<file path="config.mk">
export PLATFORM = sky130hd
export DESIGN_NAME = image_md5_folded_checksum_core
export DESIGN_NICKNAME = d
export VERILOG_FILES = /design/src/sv/imf_pkg.sv /design/src/sv/imf_datapath.sv /design/src/sv/imf_ctrl.sv /design/src/sv/image_md5_folded_checksum_core.sv
export SDC_FILE = /design/constraint.sdc
export NUM_CORES = 2
export LEC_CHECK = 0
export BUFFER_PORTS_ARGS = -buffer_cell sky130_fd_sc_hd__buf_2
export CAP_MARGIN = 10
export CORE_MARGIN = 1.5
export CORE_UTILIZATION = 45
export CTS_CLUSTER_SIZE = 24
export DETAILED_ROUTE_END_ITERATION = 10
export PLACE_DENSITY = 0.7
export REMOVE_ABC_BUFFERS = 1
export SYNTH_ARGS = -nofsm -noshare
export SYNTH_HDL_FRONTEND = slang
export SYNTH_HIERARCHICAL = 1
export SYNTH_SLANG_ARGS = --single-unit
export TNS_END_PERCENT = 10
</file>
<file path="constraint.sdc">
create_clock -name i_clk -period 20.8 [get_ports i_clk]
set_input_delay 1.04 -clock i_clk [delete_from_list [all_inputs] [get_ports i_clk]]
set_output_delay 1.04 -clock i_clk [all_outputs]
set_load 0.005 [all_outputs]
</file>
<file path="src/sv/imf_pkg.sv">
// ----------------------------------------------------------------------------
// imf_pkg
// Shared types, constants and MD5 tables for the folded MD5 checksum core.
// ----------------------------------------------------------------------------
package imf_pkg;

    localparam int ZERO_WINDOW_DEF = 512;
    localparam int SKIP_BYTES_DEF  = 4;

    localparam logic [31:0] IV_A = 32'h67452301;
    localparam logic [31:0] IV_B = 32'hefcdab89;
    localparam logic [31:0] IV_C = 32'h98badcfe;
    localparam logic [31:0] IV_D = 32'h10325476;

    localparam logic [0:0] REG_WINDOW_MODE   = 1'd0;
    localparam logic [0:0] REG_KERNEL_OFFSET = 1'd1;

    typedef enum logic [2:0] {
        ST_IDLE,
        ST_ROUND,
        ST_FOLD,
        ST_PAD,
        ST_SUM,
        ST_OUT
    } t_state;

    // controller -> datapath
    typedef struct packed {
        logic       take_byte;  // write the input byte (if hashed)
        logic       pad_byte;   // write one padding byte
        logic       round;      // run one MD5 round
        logic       fold;       // add working vars into chain
        logic       sum;        // fold digest into checksum
        logic       restart;    // reload IV and clear counters
    } t_cmd;

    // datapath -> controller
    typedef struct packed {
        logic       block_full; // current write completes a block
        logic       round_last; // round counter at 63
        logic       pad_done;   // padding reached end of message
    } t_stat;

    function automatic logic [31:0] round_k(input logic [5:0] i);
        logic [31:0] k [64];
        k = '{
            32'hd76aa478, 32'he8c7b756, 32'h242070db, 32'hc1bdceee,
            32'hf57c0faf, 32'h4787c62a, 32'ha8304613, 32'hfd469501,
            32'h698098d8, 32'h8b44f7af, 32'hffff5bb1, 32'h895cd7be,
            32'h6b901122, 32'hfd987193, 32'ha679438e, 32'h49b40821,
            32'hf61e2562, 32'hc040b340, 32'h265e5a51, 32'he9b6c7aa,
            32'hd62f105d, 32'h02441453, 32'hd8a1e681, 32'he7d3fbc8,
            32'h21e1cde6, 32'hc33707d6, 32'hf4d50d87, 32'h455a14ed,
            32'ha9e3e905, 32'hfcefa3f8, 32'h676f02d9, 32'h8d2a4c8a,
            32'hfffa3942, 32'h8771f681, 32'h6d9d6122, 32'hfde5380c,
            32'ha4beea44, 32'h4bdecfa9, 32'hf6bb4b60, 32'hbebfbc70,
            32'h289b7ec6, 32'heaa127fa, 32'hd4ef3085, 32'h04881d05,
            32'hd9d4d039, 32'he6db99e5, 32'h1fa27cf8, 32'hc4ac5665,
            32'hf4292244, 32'h432aff97, 32'hab9423a7, 32'hfc93a039,
            32'h655b59c3, 32'h8f0ccc92, 32'hffeff47d, 32'h85845dd1,
            32'h6fa87e4f, 32'hfe2ce6e0, 32'ha3014314, 32'h4e0811a1,
            32'hf7537e82, 32'hbd3af235, 32'h2ad7d2bb, 32'heb86d391
        };
        return k[i];
    endfunction

    function automatic logic [4:0] rot_amt(input logic [5:0] i);
        logic [4:0] s;
        case ({i[5:4], i[1:0]})
            4'd0:  s = 5'd7;   4'd1:  s = 5'd12;
            4'd2:  s = 5'd17;  4'd3:  s = 5'd22;
            4'd4:  s = 5'd5;   4'd5:  s = 5'd9;
            4'd6:  s = 5'd14;  4'd7:  s = 5'd20;
            4'd8:  s = 5'd4;   4'd9:  s = 5'd11;
            4'd10: s = 5'd16;  4'd11: s = 5'd23;
            4'd12: s = 5'd6;   4'd13: s = 5'd10;
            4'd14: s = 5'd15;  default: s = 5'd21;
        endcase
        return s;
    endfunction

    function automatic logic [3:0] msg_index(input logic [5:0] i);
        logic [3:0] g;
        case (i[5:4])
            2'd0:    g = i[3:0];
            2'd1:    g = 4'(5 * i[3:0] + 1);
            2'd2:    g = 4'(3 * i[3:0] + 5);
            default: g = 4'(7 * i[3:0]);
        endcase
        return g;
    endfunction

    function automatic logic [31:0] bswap(input logic [31:0] x);
        return {x[7:0], x[15:8], x[23:16], x[31:24]};
    endfunction

endpackage

</file>
<file path="src/sv/imf_datapath.sv">
// ----------------------------------------------------------------------------
// imf_datapath
// Block buffer, byte counters, one shared MD5 round unit and checksum fold.
// ----------------------------------------------------------------------------
module imf_datapath import imf_pkg::*; #(
    parameter int ZERO_WINDOW = ZERO_WINDOW_DEF,
    parameter int SKIP_BYTES  = SKIP_BYTES_DEF
) (
    input  logic        i_clk,
    input  logic        i_rst_n,
    input  t_cmd        i_cmd,
    input  logic [7:0]  i_data_byte,
    input  logic        i_window_mode,
    input  logic [31:0] i_kernel_offset,
    output t_stat       o_stat,
    output logic [31:0] o_checksum
);

    logic [31:0] r_buf [16];
    logic [31:0] r_a, r_b, r_c, r_d;   // working variables
    logic [31:0] r_h0, r_h1, r_h2, r_h3;
    logic [31:0] r_hashed, r_pos, r_len;
    logic [5:0]  r_round;
    logic [31:0] r_sum;
    logic [5:0]  r_pad_idx;
    logic        r_pad_first;
    logic        r_len_blk;            // length field lands in this padding block

    logic        hash_it;
    logic [7:0]  eff_byte;
    logic [32:0] rel;
    logic [5:0]  wr_idx;
    logic [7:0]  wr_byte;
    logic        wr_en;
    logic [63:0] bit_len;
    logic [31:0] f, t, rot;
    logic [4:0]  s;
    logic [5:0]  pad_start;

    // window decision for the incoming byte
    always_comb begin
        rel      = {1'b0, r_pos} - {1'b0, i_kernel_offset};
        hash_it  = 1'b1;
        eff_byte = i_data_byte;
        if (i_window_mode) begin
            if ({1'b0, r_pos} < 33'(SKIP_BYTES)) begin
                hash_it = 1'b0;
            end else if (!rel[32] && rel[31:0] < 32'(ZERO_WINDOW)) begin
                eff_byte = 8'h00;
            end
        end
    end

    assign bit_len   = {29'd0, r_len, 3'd0};
    assign pad_start = r_hashed[5:0] + (hash_it ? 6'd1 : 6'd0);

    always_comb begin
        wr_idx  = r_hashed[5:0];
        wr_byte = eff_byte;
        wr_en   = i_cmd.take_byte && hash_it;
        if (i_cmd.pad_byte) begin
            wr_idx = r_pad_idx;
            wr_en  = 1'b1;
            if (r_pad_first) begin
                wr_byte = 8'h80;
            end else if (r_len_blk && r_pad_idx >= 6'd56) begin
                wr_byte = bit_len[{r_pad_idx[2:0], 3'd0} +: 8];
            end else begin
                wr_byte = 8'h00;
            end
        end
    end

    assign o_stat.block_full = wr_en && (wr_idx == 6'd63);
    assign o_stat.round_last = (r_round == 6'd63);
    assign o_stat.pad_done   = i_cmd.pad_byte && (r_pad_idx == 6'd63) && r_len_blk;

    // MD5 round
    always_comb begin
        case (r_round[5:4])
            2'd0:    f = (r_b & r_c) | (~r_b & r_d);
            2'd1:    f = (r_d & r_b) | (~r_d & r_c);
            2'd2:    f = r_b ^ r_c ^ r_d;
            default: f = r_c ^ (r_b | ~r_d);
        endcase
        s   = rot_amt(r_round);
        t   = r_a + f + round_k(r_round) + r_buf[msg_index(r_round)];
        rot = (t << s) | (t >> (6'd32 - {1'b0, s}));
    end

    always_ff @(posedge i_clk) begin
        if (wr_en) begin
            r_buf[wr_idx[5:2]][{wr_idx[1:0], 3'd0} +: 8] <= wr_byte;
        end
    end

    always_ff @(posedge i_clk) begin
        if (!i_rst_n || i_cmd.restart) begin
            r_h0 <= IV_A; r_h1 <= IV_B; r_h2 <= IV_C; r_h3 <= IV_D;
            r_a  <= IV_A; r_b  <= IV_B; r_c  <= IV_C; r_d  <= IV_D;
            r_hashed    <= '0;
            r_pos       <= '0;
            r_round     <= '0;
            r_pad_first <= 1'b1;
            r_pad_idx   <= '0;
            r_len_blk   <= 1'b0;
        end else begin
            if (i_cmd.take_byte) begin
                if (hash_it) r_hashed <= r_hashed + 32'd1;
                if (r_pos != 32'hFFFF_FFFF) r_pos <= r_pos + 32'd1;
                // latch length and padding start for a possible finish
                r_len     <= r_hashed + (hash_it ? 32'd1 : 32'd0);
                r_pad_idx <= pad_start;
                r_len_blk <= (pad_start < 6'd56);
            end
            if (i_cmd.pad_byte) begin
                r_pad_first <= 1'b0;
                r_pad_idx   <= r_pad_idx + 6'd1;
                if (r_pad_idx == 6'd63) r_len_blk <= 1'b1;
            end
            if (i_cmd.round) begin
                r_a <= r_d; r_d <= r_c; r_c <= r_b;
                r_b <= r_b + rot;
                r_round <= r_round + 6'd1;
            end
            if (i_cmd.fold) begin
                r_h0 <= r_h0 + r_a; r_h1 <= r_h1 + r_b;
                r_h2 <= r_h2 + r_c; r_h3 <= r_h3 + r_d;
                r_a  <= r_h0 + r_a; r_b  <= r_h1 + r_b;
                r_c  <= r_h2 + r_c; r_d  <= r_h3 + r_d;
            end
        end
    end

    always_ff @(posedge i_clk) begin
        if (i_cmd.sum) begin
            r_sum <= bswap(r_h0) + bswap(r_h1) + bswap(r_h2) + bswap(r_h3);
        end
    end

    assign o_checksum = (r_sum == 32'd0) ? 32'd1 : r_sum;

endmodule

</file>
<file path="src/sv/imf_ctrl.sv">
// ----------------------------------------------------------------------------
// imf_ctrl
// Sequencer: byte intake, 64 rounds per block, padding and result handoff.
// ----------------------------------------------------------------------------
module imf_ctrl import imf_pkg::*; (
    input  logic  i_clk,
    input  logic  i_rst_n,
    input  logic  i_valid,
    input  logic  i_last,
    output logic  o_stall,
    output logic  o_valid,
    input  logic  i_stall,
    input  t_stat i_stat,
    output t_cmd  o_cmd
);

    t_state r_state, n_state;
    logic   r_final, n_final;   // last item taken, padding phase
    logic   r_done_pad;         // padding reached the length field

    always_ff @(posedge i_clk) begin
        if (!i_rst_n) begin
            r_state <= ST_IDLE;
            r_final <= 1'b0;
        end else begin
            r_state <= n_state;
            r_final <= n_final;
        end
    end

    always_comb begin
        n_state = r_state;
        n_final = r_final;
        o_cmd   = '0;
        o_stall = 1'b1;
        o_valid = 1'b0;
        case (r_state)
            ST_IDLE: begin
                o_stall = 1'b0;
                if (i_valid) begin
                    o_cmd.take_byte = 1'b1;
                    n_final = i_last;
                    if (i_stat.block_full) begin
                        n_state = ST_ROUND;
                    end else if (i_last) begin
                        n_state = ST_PAD;
                    end
                end
            end
            ST_ROUND: begin
                o_cmd.round = 1'b1;
                if (i_stat.round_last) n_state = ST_FOLD;
            end
            ST_FOLD: begin
                o_cmd.fold = 1'b1;
                if (r_done_pad) begin
                    n_state = ST_SUM;
                end else if (r_final) begin
                    n_state = ST_PAD;
                end else begin
                    n_state = ST_IDLE;
                end
            end
            ST_PAD: begin
                o_cmd.pad_byte = 1'b1;
                if (i_stat.block_full) n_state = ST_ROUND;
            end
            ST_SUM: begin
                o_cmd.sum = 1'b1;
                n_state = ST_OUT;
            end
            ST_OUT: begin
                o_valid = 1'b1;
                if (!i_stall) begin
                    o_cmd.restart = 1'b1;
                    n_final = 1'b0;
                    n_state = ST_IDLE;
                end
            end
            default: n_state = ST_IDLE;
        endcase
    end

    always_ff @(posedge i_clk) begin
        if (!i_rst_n || o_cmd.restart) begin
            r_done_pad <= 1'b0;
        end else if (i_stat.pad_done) begin
            r_done_pad <= 1'b1;
        end
    end

endmodule

</file>
<file path="src/sv/image_md5_folded_checksum_core.sv">
// ----------------------------------------------------------------------------
// image_md5_folded_checksum_core
// Folded MD5 checksum of an image streamed one byte per item.
// ----------------------------------------------------------------------------
// Input: bytes are taken while idle; each 64th hashed byte closes a block
//   and holds o_stall for its 64 rounds on the single round unit and the
//   chain update. Finish: a block closed by the last item is compressed;
//   padding is written one byte a cycle (up to 72 bytes), each padding block
//   (one or two) is compressed, then a sum step runs; the result is held until
//   taken. Reset (synchronous, active low) loads the MD5 IV, clears counters
//   and the window mode; block buffer, length and sum are not cleared.
module image_md5_folded_checksum_core import imf_pkg::*; #(
    parameter int ZERO_WINDOW = ZERO_WINDOW_DEF,
    parameter int SKIP_BYTES  = SKIP_BYTES_DEF
) (
    input  logic        i_clk,
    input  logic        i_rst_n,
    input  logic        i_valid,
    output logic        o_stall,
    input  logic [7:0]  i_data_byte,
    input  logic        i_last,
    output logic        o_valid,
    input  logic        i_stall,
    output logic [31:0] o_checksum,
    input  logic        i_cfg_we,
    input  logic [0:0]  i_cfg_index,
    input  logic [31:0] i_cfg_data
);

    t_cmd        cmd;
    t_stat       stat;
    logic        r_window_mode;
    logic [31:0] r_kernel_offset;

    always_ff @(posedge i_clk) begin
        if (!i_rst_n) begin
            r_window_mode   <= 1'b0;
            r_kernel_offset <= 32'd4;
        end else if (i_cfg_we) begin
            case (i_cfg_index)
                REG_WINDOW_MODE:   r_window_mode   <= i_cfg_data[0];
                REG_KERNEL_OFFSET: r_kernel_offset <= i_cfg_data;
                default: ;
            endcase
        end
    end

    imf_ctrl u_ctrl (
        .i_clk   (i_clk),
        .i_rst_n (i_rst_n),
        .i_valid (i_valid),
        .i_last  (i_last),
        .o_stall (o_stall),
        .o_valid (o_valid),
        .i_stall (i_stall),
        .i_stat  (stat),
        .o_cmd   (cmd)
    );

    imf_datapath #(
        .ZERO_WINDOW (ZERO_WINDOW),
        .SKIP_BYTES  (SKIP_BYTES)
    ) u_dp (
        .i_clk           (i_clk),
        .i_rst_n         (i_rst_n),
        .i_cmd           (cmd),
        .i_data_byte     (i_data_byte),
        .i_window_mode   (r_window_mode),
        .i_kernel_offset (r_kernel_offset),
        .o_stat          (stat),
        .o_checksum      (o_checksum)
    );

    a_no_take_while_busy: assert property (@(posedge i_clk) disable iff (!i_rst_n)
        (o_valid |-> o_stall)) else $error("input taken while result pending");

    a_nonzero: assert property (@(posedge i_clk) disable iff (!i_rst_n)
        (o_valid |-> o_checksum != 32'd0)) else $error("zero checksum");

    a_restart_after_out: assert property (@(posedge i_clk) disable iff (!i_rst_n)
        (o_valid && !i_stall |=> !o_valid)) else $error("result repeated");

endmodule
</file>
# Word level (Yosys, flattened, before mapping)
# Memories as Yosys holds them, arrays and structs flattened. A register that Yosys moved wholly into a read port is not among the register bits.
# Cells that the tools add are included.
# W data, S select, Z words.
[totals] regBits=436 out_inout_bits=34 n_memories=3 ramBits=512 romBits=2128 wordCells=169 latch_bits=0
[op_classes] n_div=0 bitwise=16 muxes=56 reduce_logical=22 mul=3 addsub=22 order_cmp=5 n_eq_ne=16 n_shift=5
[mem_list] name="(name not given)" depth=64 width=32 rd=1 rd_ports_with_merged_regs=0 wr=0 line_no="imf_pkg.sv:64" source="return k[i];"
[mem_list] name="u_dp.r_buf" depth=16 width=32 rd=1 rd_ports_with_merged_regs=0 wr=1 line_no="imf_datapath.sv:19" source="logic [31:0] r_buf [16];"
[mem_list] name="(name not given)" depth=16 width=5 rd=1 rd_ports_with_merged_regs=1 wr=0 line_no="imf_pkg.sv:69" source="case ({i[5:4], i[1:0]})"
[ops] operator="$add A32 B32 Y32" n=12
[ops] operator="$mux W32" n=12
[ops] operator="$and A32 B32 Y32" n=4
[ops] operator="$or A32 B32 Y32" n=4
[ops] operator="$pmux W32 S3" n=1
[ops] operator="$xor A32 B32 Y32" n=3
[ops] operator="$add A32 B1 Y32 const B" n=2
[ops] operator="$not A32 Y32" n=2
[ops] operator="$shiftx A64 B7 Y8" n=1
[ops] operator="$mux W8" n=6
[ops] operator="$sub A32 B32 Y33" n=1
[ops] operator="$logic_not A32 Y1" n=1
[ops] operator="$lt A32 B10 Y1 const B" n=1
[ops] operator="$lt A32 B3 Y1 const B" n=1
[ops] operator="$ne A32 B32 Y1 const B" n=1
[ops] operator="$shift A8 B7 Y32 const A" n=1
[ops] operator="$shiftx A8 B7 Y32" n=1
[ops] operator="$shl A32 B5 Y32" n=1
[ops] operator="$shr A32 B6 Y32" n=1
[ops] operator="$mux W1" n=21
[ops] operator="$mux W3" n=7
[ops] operator="$eq A6 B6 Y1 const B" n=3
[ops] operator="$mux W6" n=3
[ops] operator="$pmux W3 S6" n=1
[ops] operator="33 further kinds" n=54

# Depth between registers and ports, before layout
[depth] ltp_word=12 ltp_mapped=47 ltp_nobuf=42

# By module
# Netlist, hierarchy kept.
[by_module_without_submodules] mod="imf_datapath" seq_area_each_um2=24083.1 area_per_inst_um2=60016.3 instances=1 cells_per_inst=6146
[by_module_without_submodules] mod="image_md5_folded_checksum_core" seq_area_each_um2=660.6 area_per_inst_um2=1281.2 instances=1 cells_per_inst=149
[by_module_without_submodules] mod="imf_ctrl" seq_area_each_um2=100.1 area_per_inst_um2=341.6 instances=1 cells_per_inst=44

# Least setup slack after synthesis
# No wires, ideal clock.
[synth_path] kind="register -> register" start="register u_dp.r_round[2]" end="register u_dp.r_b[28]" t_arrival_ps=10126 stages_incl_launch_ff=47 path_buffers=6 setup_ps=137 slack_ps=10536 required_ps=20663 path_cell_list="dfxtp_1 > clkbuf_1 > inv_1 > clkbuf_1 > clkbuf_1 > buf_1 > ha_1 > fa_1 > inv_1 > mux4_2 > clkbuf_1 > clkbuf_1 > mux2i_1 > nand2_1 > o21ai_0 > fa_1 > inv_1 > ha_1 > (+11 left out) > nand2_1 > a32oi_1 > o21ai_1 > ha_1 > fa_1 > a21o_1 > a21oi_1 > nor2b_1 > o21a_1 > o21ai_1 > a211oi_1 > a41o_1 > a21oi_1 > a2bb2oi_1 > nor2b_1 > xnor2_1 > a211oi_1 > a211oi_1"
[synth_between] elab_chain_cells=11 word_cells_on_any_way=19 cone_classes="5 x add/sub; 3 x mul; 2 x shift; 5 x mux; 2 x bitwise; 2 x memory"
[synth_lines] item="start: declaration" line_no="imf_datapath.sv:23" source="logic [5:0] r_round;"
[synth_lines] item="start signal: assignment" line_no="imf_datapath.sv:124" source="r_round <= r_round + 6'd1;"
[synth_lines] item="parallel branches: the longest is 5 deep, another holds $mem_v2 Z16 W32"
[synth_lines] item="$add A32 B32 Y32 *" line_no="imf_datapath.sv:87" source="t = r_a + f + round_k(r_round) + r_buf[msg_index(r_round)];"
[synth_lines] item="$shr A32 B6 Y32 or $shl A32 B5 Y32 (tied branches)" line_no="imf_datapath.sv:88" source="rot = (t << s) | (t >> (6'd32 - {1'b0, s}));"
[synth_lines] item="$or A32 B32 Y32 *" line_no="imf_datapath.sv:88"
[synth_lines] item="$add A32 B32 Y32 *" line_no="imf_datapath.sv:123" source="r_b <= r_b + rot;"
[synth_lines] item="$mux W32 *" line_no="imf_datapath.sv:121" source="if (i_cmd.round) begin"
[synth_lines] item="$mux W32 *" line_no="imf_datapath.sv:126" source="if (i_cmd.fold) begin"
[synth_lines] item="end signal: assignment" line_no="imf_datapath.sv:123"
[synth_lines] item="end signal: assignment" line_no="imf_datapath.sv:129" source="r_a <= r_h0 + r_a; r_b <= r_h1 + r_b;"
[synth_lines] item="end: declaration" line_no="imf_datapath.sv:20" source="logic [31:0] r_a, r_b, r_c, r_d;"
# Every way passes the cells marked *. The select of a mux whose other input is x is not followed.
# A chain may end at the register's enable or synchronous reset.

# Worst setup path in the final report
[layout_path] start="register u_dp.r_round[0]" end="register u_dp.r_b[28]"
# The elaborated chain is that of the path after synthesis.

==> reports/metrics.csv <==
metric;value;unit
critPathKind;flip-flop to flip-flop;
cts_hold_buf;0;
synth_commonest_cells;sky130_fd_sc_hd__nand2_1, sky130_fd_sc_hd__nor2_1, sky130_fd_sc_hd__edfxtp_1;
number_of_design_rule_violations_left_after_detail_routing;0;
start_util;0.4544;
ys.flop_type;sky130_fd_sc_hd__edfxtp_1;
num_vias;48979;
synth_seq_area_share;0.4031;
post-route-min-period;12.99;ns
timing.hold.worst.class;flip-flop to flip-flop;
postCtsSetupBuffers;0;
crit_path_start_kind;flip-flop;
wirelength;182.9;mm
synth.cell_area;61640;sq um
areaGrowthSynthToFinish;8.515;%
synth_top_family_by_area;compound AO/OA/AOI/OAI gates;
fp.coreArea;135600;sq um
clk_latency;0.76;ns
critical_path_peak_fanout;66;
route.detailed.vias_per_inst;6.074;
critPathCaptureType;flip-flop;
syn_area_per_cell;9.724;sq um
cap_violations;1;
netlist.top_cell.by_area;sky130_fd_sc_hd__edfxtp_1;
yosysTopAreaCellShare;0.2806;
finClkSkew;0.05712;ns
drt-pass1-iter-count;6;
failed_checks;max-capacitance violations, max-slew violations;
slew_headroom;-0.005594;
grt_remaining_overflow;0;
nNetsFinal;6669;
fmax;76.96;MHz
finalHoldViolations;0;
detailedRoute.firstIterationViolations;4834;
numPortBuffers;80;
number_of_setup_violations_in_the_final_report;0;
synth_simple_gate_area_share;0.1318;
rsz0062_at_grt;no;
postPlaceCellArea;63370;sq um
syn_inst;6339;
critPathMaxStageDelay;1.01;ns
track_usage;0.2566;
rows;135;
antenna_violating_nets_remaining;0;
postCtsResizedCells;0;
synth_compound_area_frac;0.1736;
cts-root-to-sink-buffers;3;
synth_cell_type_count;105;
floorplan.die_area;139200;sq um
ys_warn_count;6;
ioPinCount;81;
critical_path_arrival;13.56;ns
cts.clk_slew.worst_paths;0.06;ns
final_area;66890;sq um
largest_reg_flops;512;
die_width;373.1;microns
gpl.final_weighted_congestion;1.028;
number_of_levels_the_h_tree_was_split_into;3;
via_count_of_the_first_global_routing_pass;47160;
antenna_violations_before_repair;2;
synthMostInstantiatedCell;sky130_fd_sc_hd__nand2_1;
post_route_cells_drive_above_1_share;0.09869;
status;finished with violations;
dpl.hpwl;131.5;mm
die_h;373.1;microns
clk_tree_root_cell;sky130_fd_sc_hd__clkbuf_16;
synth_xor_area_frac;0.04884;
numClockSinks;953;
synth_edf_count;576;
share_of_async_settable_or_async_resettable_flops_after_synthesis;0;
yosys-top-cells-area;sky130_fd_sc_hd__edfxtp_1, sky130_fd_sc_hd__dfxtp_1, sky130_fd_sc_hd__ha_1, sky130_fd_sc_hd__mux4_2, sky130_fd_sc_hd__a21oi_1;
worst_ep_required_time;21.36;ns
cts_made_buffers;100;
finalMaxSlewViolations;2;
timing_worst_slew_pin_value;1.508;ns
post-route-period-util;0.6247;
postSynthRegisterBits;953;
yosys.area_share.adder;0.1024;
post_synth_mux_area_share;0.09689;
tritoncts;done;
grt_first_pass_wirelength;280.2;mm
grt_start_max_net_pins;161;
crit_path_top_delay_cell;sky130_fd_sc_hd__ha_1;
drt-wirelength-per-cell;22.68;microns
==> kinds of logic after synthesis <==
| logic type | after synthesis |
|---|---|
| AND/OR/NAND/NOR | 1807 |
| AO/OA/AOI/OAI | 1716 |
| flip-flops | 953 |
| buffers and inverters | 691 |
| adder cells (fa/ha/maj) | 426 |
| multiplexers | 404 |
| XOR/XNOR | 342 |
==> critical path, delay by kind of cell, from the launching register on <==
kind	cells	cell delay, ns
flops	1	0.31
xor+xnor	2	0.38
mux	5	1.12
fa+ha+maj	6	2.88
simple gates	4	0.50
compound gates	20	4.58
buf+inv	6	2.99
==> placed cells by master, fill, tap and decap left out, types with 103 or more instances in the layout <==
cell,count
sky130_fd_sc_hd__a211oi_1,103
sky130_fd_sc_hd__a21o_1,104
sky130_fd_sc_hd__a21oi_1,544
sky130_fd_sc_hd__dfxtp_1,372
sky130_fd_sc_hd__edfxtp_1,576
sky130_fd_sc_hd__fa_1,131
sky130_fd_sc_hd__ha_1,294
sky130_fd_sc_hd__inv_1,297
sky130_fd_sc_hd__mux2i_1,168
sky130_fd_sc_hd__mux4_2,144
sky130_fd_sc_hd__nand2_1,628
sky130_fd_sc_hd__nand3_1,103
sky130_fd_sc_hd__nor2_1,599
sky130_fd_sc_hd__o21ai_0,403
sky130_fd_sc_hd__xnor2_1,235
sky130_fd_sc_hd__xor2_1,103
==> final cells by class <==
type	instances	area, sq um
multi-input combinational	4695	34240
fill	12264	68750
antenna	1	2.502
sequential	953	24860
clock inverter	58	739.5
timing repair buffer	143	914.6
tap	1781	2228
inverter	303	1140
clock buffer	130	2768
==> final timing paths <==
check	from	end	slack (ns)	cells after the start
max reg2reg	u_dp/r_round[0]	u_dp/r_b[28]	7.81	43
min	r_kernel_offset[3]	r_kernel_offset[3]	0.45	2
max	u_dp/r_round[0]	u_dp/r_b[28]	7.81	43
min reg2reg	r_kernel_offset[3]	r_kernel_offset[3]	0.45	2
==> metal layers <==
layer,global-route usage,routed length [microns]
met5,0,7
met4,0.1253,9770
met3,0.03770,13340
met2,0.4119,83420
met1,0.3397,76380
==> metrics by stage <==
step	hold WS [ns]	cells	utilization	TNS (ns)	setup slack, ns
2_1_floorplan	0.4284	5951	-	-50.09	-2.514
3_3_place_gp	0.4372	7874	0.4672	0	8.238
3_5_place_dp	0.4423	7874	0.4672	0	7.942
4_1_cts	0.4502	8062	0.4930	0	7.904
5_1_grt	0.4679	8064	0.4931	0	7.078
6_report	0.4471	8064	0.4931	0	7.806
Power is left out: the tool's default activity adds up to more than one toggle a clock period on the data nets, which glitch-free logic cannot reach.
